### src/hdl/cbdt_pkg.sv
// Shared constants, codes and control structs of the city-block distance transform.
// Depends on nothing; every other file imports it.
`timescale 1ns / 1ps

package cbdt_pkg;

    localparam int MAX_WIDTH  = 128;
    localparam int MAX_HEIGHT = 128;
    localparam int DIST_BITS  = 8;

    // Geometry registers are 8 bits wide whatever the frame maximum.
    localparam int DIM_BITS   = 8;
    localparam int DEPTH      = MAX_WIDTH * MAX_HEIGHT;
    localparam int ADDR_BITS  = $clog2(DEPTH);
    localparam int X_BITS     = (MAX_WIDTH  > 1) ? $clog2(MAX_WIDTH)  : 1;
    localparam int Y_BITS     = (MAX_HEIGHT > 1) ? $clog2(MAX_HEIGHT) : 1;

    // APB map: two 32-bit registers at byte addresses 0 and 4.
    localparam int PADDR_BITS = 3;
    localparam int PDATA_BITS = 32;

    localparam logic [DIM_BITS-1:0] WIDTH_RESET  = DIM_BITS'(128);
    localparam logic [DIM_BITS-1:0] HEIGHT_RESET = DIM_BITS'(128);

    localparam logic [0:0] REG_FRAME_WIDTH  = 1'b0;
    localparam logic [0:0] REG_FRAME_HEIGHT = 1'b1;

    localparam logic CMD_LOAD = 1'b0;
    localparam logic CMD_READ = 1'b1;

    typedef enum logic [1:0] {
        POS_HOLD,
        POS_CLEAR,
        POS_INC,
        POS_DEC
    } pos_op_t;

    typedef enum logic [1:0] {
        RD_CUR,
        RD_TOP,
        RD_BOT
    } rd_sel_t;

    typedef enum logic [1:0] {
        OUT_LOAD,
        OUT_READ,
        OUT_REJECT
    } out_kind_t;

    typedef enum logic {
        DIR_FWD,
        DIR_REV
    } pass_dir_t;

    typedef struct packed {
        pos_op_t   pos_op;
        rd_sel_t   rd_sel;
        logic      cur_load;
        logic      load_write;
        logic      pass_write;
        pass_dir_t pass_dir;
        logic      out_load;
        out_kind_t out_kind;
        logic      cfg_open;
    } cbdt_cmd_t;

    typedef struct packed {
        logic at_first;
        logic at_last;
        logic out_free;
    } cbdt_stat_t;

endpackage

### src/hdl/cbdt_ctrl.sv
// Controller: phase and pass sequencing, input handshake, datapath commands.
// Depends on cbdt_pkg; drives cbdt_datapath.
`timescale 1ns / 1ps

module cbdt_ctrl
    import cbdt_pkg::*;
(
    input  logic       clk,
    input  logic       rst_n,
    input  logic       in_valid,
    input  logic       in_cmd,
    output logic       in_ready,
    output cbdt_cmd_t  cmd,
    input  cbdt_stat_t stat
);

    typedef enum logic [3:0] {
        S_LOAD,
        S_FWD_CUR,
        S_FWD_NBR,
        S_FWD_WR,
        S_REV_CUR,
        S_REV_NBR,
        S_REV_WR,
        S_READ,
        S_RD_DATA
    } state_t;

    state_t state_reg, state_next;
    logic   accept;

    assign in_ready = ((state_reg == S_LOAD) || (state_reg == S_READ)) && stat.out_free;
    assign accept   = in_valid && in_ready;

    always_comb
    begin
        state_next     = state_reg;
        cmd.pos_op     = POS_HOLD;
        cmd.rd_sel     = RD_CUR;
        cmd.cur_load   = 1'b0;
        cmd.load_write = 1'b0;
        cmd.pass_write = 1'b0;
        cmd.pass_dir   = DIR_FWD;
        cmd.out_load   = 1'b0;
        cmd.out_kind   = OUT_REJECT;
        cmd.cfg_open   = (state_reg == S_LOAD);
        unique case (state_reg)
            S_LOAD:
            begin
                if (accept)
                begin
                    cmd.out_load = 1'b1;
                    if (in_cmd == CMD_LOAD)
                    begin
                        cmd.load_write = 1'b1;
                        cmd.out_kind   = OUT_LOAD;
                        if (stat.at_last)
                        begin
                            cmd.pos_op = POS_CLEAR;
                            state_next = S_FWD_CUR;
                        end
                        else
                            cmd.pos_op = POS_INC;
                    end
                end
            end
            S_FWD_CUR:
            begin
                state_next = S_FWD_NBR;
            end
            S_FWD_NBR:
            begin
                cmd.rd_sel   = RD_TOP;
                cmd.cur_load = 1'b1;
                state_next   = S_FWD_WR;
            end
            S_FWD_WR:
            begin
                cmd.pass_write = 1'b1;
                // Reverse pass starts where the forward pass ends.
                if (stat.at_last)
                    state_next = S_REV_CUR;
                else
                begin
                    cmd.pos_op = POS_INC;
                    state_next = S_FWD_CUR;
                end
            end
            S_REV_CUR:
            begin
                cmd.pass_dir = DIR_REV;
                state_next   = S_REV_NBR;
            end
            S_REV_NBR:
            begin
                cmd.pass_dir = DIR_REV;
                cmd.rd_sel   = RD_BOT;
                cmd.cur_load = 1'b1;
                state_next   = S_REV_WR;
            end
            S_REV_WR:
            begin
                cmd.pass_dir   = DIR_REV;
                cmd.pass_write = 1'b1;
                if (stat.at_first)
                    state_next = S_READ;
                else
                begin
                    cmd.pos_op = POS_DEC;
                    state_next = S_REV_CUR;
                end
            end
            S_READ:
            begin
                if (accept)
                begin
                    if (in_cmd == CMD_READ)
                        state_next = S_RD_DATA;
                    else
                        cmd.out_load = 1'b1;
                end
            end
            S_RD_DATA:
            begin
                cmd.out_load = 1'b1;
                cmd.out_kind = OUT_READ;
                if (stat.at_last)
                begin
                    cmd.pos_op = POS_CLEAR;
                    state_next = S_LOAD;
                end
                else
                begin
                    cmd.pos_op = POS_INC;
                    state_next = S_READ;
                end
            end
            default:
            begin
                state_next = S_LOAD;
            end
        endcase
    end

    always_ff @(posedge clk or negedge rst_n)
    begin
        if (!rst_n)
            state_reg <= S_LOAD;
        else
            state_reg <= state_next;
    end

    a_out_slot_free: assert property (@(posedge clk) disable iff (!rst_n)
        (cmd.out_load |-> stat.out_free))
        else $error("result register loaded while a word is still waiting");

    a_single_writer: assert property (@(posedge clk) disable iff (!rst_n)
        !(cmd.load_write && cmd.pass_write))
        else $error("load and pass write the store in the same cycle");

    a_read_follows_accept: assert property (@(posedge clk) disable iff (!rst_n)
        (state_reg == S_RD_DATA) |-> ($past(state_reg) == S_READ && $past(accept)))
        else $error("read data step without an accepted read word");

endmodule

### config.mk
export PLATFORM = sky130hd
export DESIGN_NAME = cbdt_ctrl
export DESIGN_NICKNAME = d
export VERILOG_FILES = /design/src/hdl/cbdt_pkg.sv /design/src/hdl/cbdt_ctrl.sv
export SDC_FILE = /design/constraint.sdc
export NUM_CORES = 1
export LEC_CHECK = 0
export BUFFER_PORTS_ARGS = -buffer_cell sky130_fd_sc_hd__clkbuf_2
export CAP_MARGIN = 25
export CORE_AREA = 3 3 40 42
export CTS_CLUSTER_SIZE = 20
export DETAILED_ROUTE_END_ITERATION = 8
export DIE_AREA = 0 0 43 45
export GPL_TIMING_DRIVEN = 0
export PLACE_DENSITY = 0.63
export SYNTH_ARGS = -nofsm -noshare
export SYNTH_HDL_FRONTEND = slang
export SYNTH_SLANG_ARGS = --single-unit
### constraint.sdc
create_clock -name clk -period 5.15 [get_ports clk]
set_input_delay 1.03 -clock clk [delete_from_list [all_inputs] [get_ports clk]]
set_output_delay 1.03 -clock clk [all_outputs]
set_load 0.03 [all_outputs]
# After elaboration in Yosys (flattened, before gate mapping)
# Cells that the tools add are included.
# op_classes
eq_ne	13
mux	25
n_reduce_logical	7
# op_table
op	count
$pmux W4 S9	1
$mux W4	5
$eq A4 B3 Y1 const B	4
$mux W2	7
$mux W3	3
$eq A4 B2 Y1 const B	2
$pmux W2 S4	1
$ne A2 B2 Y1 const B	3
$pmux W3 S2	1
$mux W1	5
$reduce_and A5 Y1	1
$eq A4 B1 Y1 const B	1
$eq A4 B4 Y1 const B	1
$logic_not A4 Y1	1
$ne A2 B1 Y1 const B	2
$pmux W2 S2	1
$pmux W1 S3	1
$reduce_or A3 Y1	1
$logic_and A1 B1 Y1	2
$reduce_or A2 Y1	1
$logic_or A1 B1 Y1	1
# totals
reg_bits	4
in_bits	7
output_inout_bits	13
elab_cells	46

# Longest topological paths before layout
# logic_depth
ltp_word	6
ltp_mapped	6
depth_no_buf	4

# Worst setup path before layout
# OpenSTA, ideal clock, no wires.
# synth_timing
path_kind	input -> output
start	input port in_cmd
end	output port cmd[10] (netlist bit)
arrival_time_ns	2.064
required_time_ns	4.120
setup_slack_ns	2.056
path_stages	4
n_path_buf	0
cell_sequence	inv_1 > a31oi_1 > or2_1 > o21ai_1
# synth_rtl
element	line	source
start: declaration	cbdt_ctrl.sv:11	input logic in_cmd,
end: declaration	cbdt_ctrl.sv:13	output cbdt_cmd_t cmd,

==> reports/metrics.cfg <==
[outcome]
outcome=finished, final reports clean

[place]
dpl.cell_count=97
place_hpwl_um=857
portBuffers=19
gp_congestion=0.800

[synth]
synth-edff-count=0
yosys.cell_count.top_type=nor2_1
ys_async_sr_fraction=1.00
post_synth_num_cell_types=33
synthTopCellsByArea=dfrtp_1 (22%), nor2_1 (7.5%), o221ai_1 (5.8%)
syn_avg_cell_area_um2=7.19
netlist_area_um2=453
ys_warn_count=0
yosysSeqAreaShare=0.221
syn_inst=63
synth-seq-cells=4
synth_common_cells=nor2_1 (9), nand2_1 (5), clkbuf_1 (4), dfrtp_1 (4), inv_1 (4)
yosysTopAreaCell=dfrtp_1
synthesis.nets=70
synth_top_area_share=0.221
synth_ff_type=dfrtp_1

[critical_path]
r2r_slack_ps=3440
cp-end-kind=primary output
arrival_ps=1950
worstSetupStartpoint=in_cmd
crit_end=cmd[10]
path_class=input pin to primary output
reg2reg_from=state_reg[0]
startpoint_type=input pin
cp.required_ps=4120
r2r_cells=6
cp_max_fo=4
r2r-end=state_reg[0]

[pwr]
p_per_area_nw_per_um2=682
peakVddDrop_uv=327
cellLeakagePower_nw=0.271

[clock_tree]
htree_levels=1
cts_num_sinks=4
holdBufCountCts=0
cts_root_buffer=clkbuf_4
cts_resized=0
cts_tree=yes
cts_buffers=3
cts.path.max_buffers=2
clock_latency_ps=240
post_cts_buffers=0
path_clk_slew_ps=40

[sta]
tightest_slew_ps=475
tns_ps=0
final_max_slew_viol_count=0
finClkSkew_ps=1.92
fin_crit_sh=0.579
final-hold-violation-count=0
grt_setup_unrepaired=no
timing.fmax_ghz=0.335
min_period_ps=2980
relSlewSlack=0.683
setup_violations=0

[routing]
drt_iter0_drc=16
detail_route.wl_per_cell_um=11.1
dr.pass1.iters=4
drtAntennaViolNets=0
vias=524
vias_per_cell=5.24
wl_um=1110
drc=0

[floorplanning]
dieArea_um2=1940
initial_utilization=0.352
die_w_um=43
num_io_pins=20
die_h_um=45
core_um2=1280
placementRows=13

[global_routing]
grt_remaining_overflow=0
grt_max_degree=11
grt_pass1_vias=411
grt_antenna_before_repair=0
grt_use_total=0.125
grt_pass1_wl_um=1820

[layout]
fillers=145
antenna_cells=0
drive_above_1_share=0.318
largest_reg_flops=4
final_cells=100
syn_to_final_growth_pct=30.1
finish.net_count=94

[worst_hold_path]
min_path_type=input pin to async pin

[run]
maxCapViolCount=0

[logic make-up (layout without fill, tap and decap cells)]
| kind of cell | Yosys count | count (layout) | synth area share |
|---|---|---|---|
| multiplexers | 3 | 3 | 0.0801 |
| AND/OR/NAND/NOR | 27 | 27 | 0.290 |
| XOR/XNOR | 1 | 1 | 0.0193 |
| flip-flops | 4 | 4 | 0.221 |
| AO/OA/AOI/OAI | 18 | 18 | 0.287 |
| buffers and inverters | 10 | 32 | 0.102 |
[metal layers]
layer	wire (µm)	share of wire	up-vias	global-route usage
li1	-	-	272	-
met1	513	0.46	235	0.174
met5	0	0	-	0
met2	515	0.46	17	0.180
met4	0	0	0	0.0361
met3	83	0.075	0	0.0478
[layout make-up]
cell class | instances | area, µm² | share of cell area
Multi-Input combinational cell | 49 | 307 | 0.520
Sequential cell | 4 | 100 | 0.170
Timing Repair Buffer | 19 | 95.1 | 0.161
Buffer | 6 | 31.3 | 0.0531
Clock buffer | 3 | 22.5 | 0.0382
Tap cell | 15 | 18.8 | 0.0318
Inverter | 4 | 15.0 | 0.0255
[through the flow]
stage / hold WS (ps) / area [µm²] / utilization / total power [W] / setup slack (ps)
after floorplan: 619 / 453 / - / 0.000297 / 2060
after global placement: 696 / 567 / 0.441 / 0.000363 / 2160
after detailed placement: 683 / 567 / 0.441 / 0.000365 / 2160
after CTS: 591 / 589 / 0.459 / 0.000405 / 2160
after global routing: 594 / 589 / 0.459 / 0.000436 / 2090
final: 591 / 589 / 0.459 / 0.000402 / 2170
[worst min path at each step]
stage	end	slack (ps)
floorplan	state_reg[3]	620
global route	state_reg[0]	590
global placement	state_reg[3]	700
finish	state_reg[0]	590
CTS	state_reg[0]	590
detailed placement	state_reg[3]	680
[worst max-delay path, stage by stage]
cell and delay (ps):
clkbuf_2 110, inv_1 130, a31oi_1 130, or2_1 240, o21ai_1 110, clkbuf_2 210
[where the power goes]
part	internal, W	total, W	switching [W]
Sequential	0.0000453	0.0000539	0.00000863
Clock	0.0000261	0.0000390	0.0000129
Combinational	0.000114	0.000309	0.000195
[cell usage in the layout, fill, tap and decap left out, types with 2 or more instances in the layout]
master	netlist	final
a21oi_1	2	2
nand2b_1	3	3
clkbuf_4	0	3
nor3_1	3	3
dfrtp_1	4	4
nor2_1	9	9
clkbuf_2	0	19
nand2_1	5	5
o21ai_1	3	3
inv_1	4	4
o221ai_1	3	3
clkbuf_1	4	4
(Power assumes the default switching activity.)
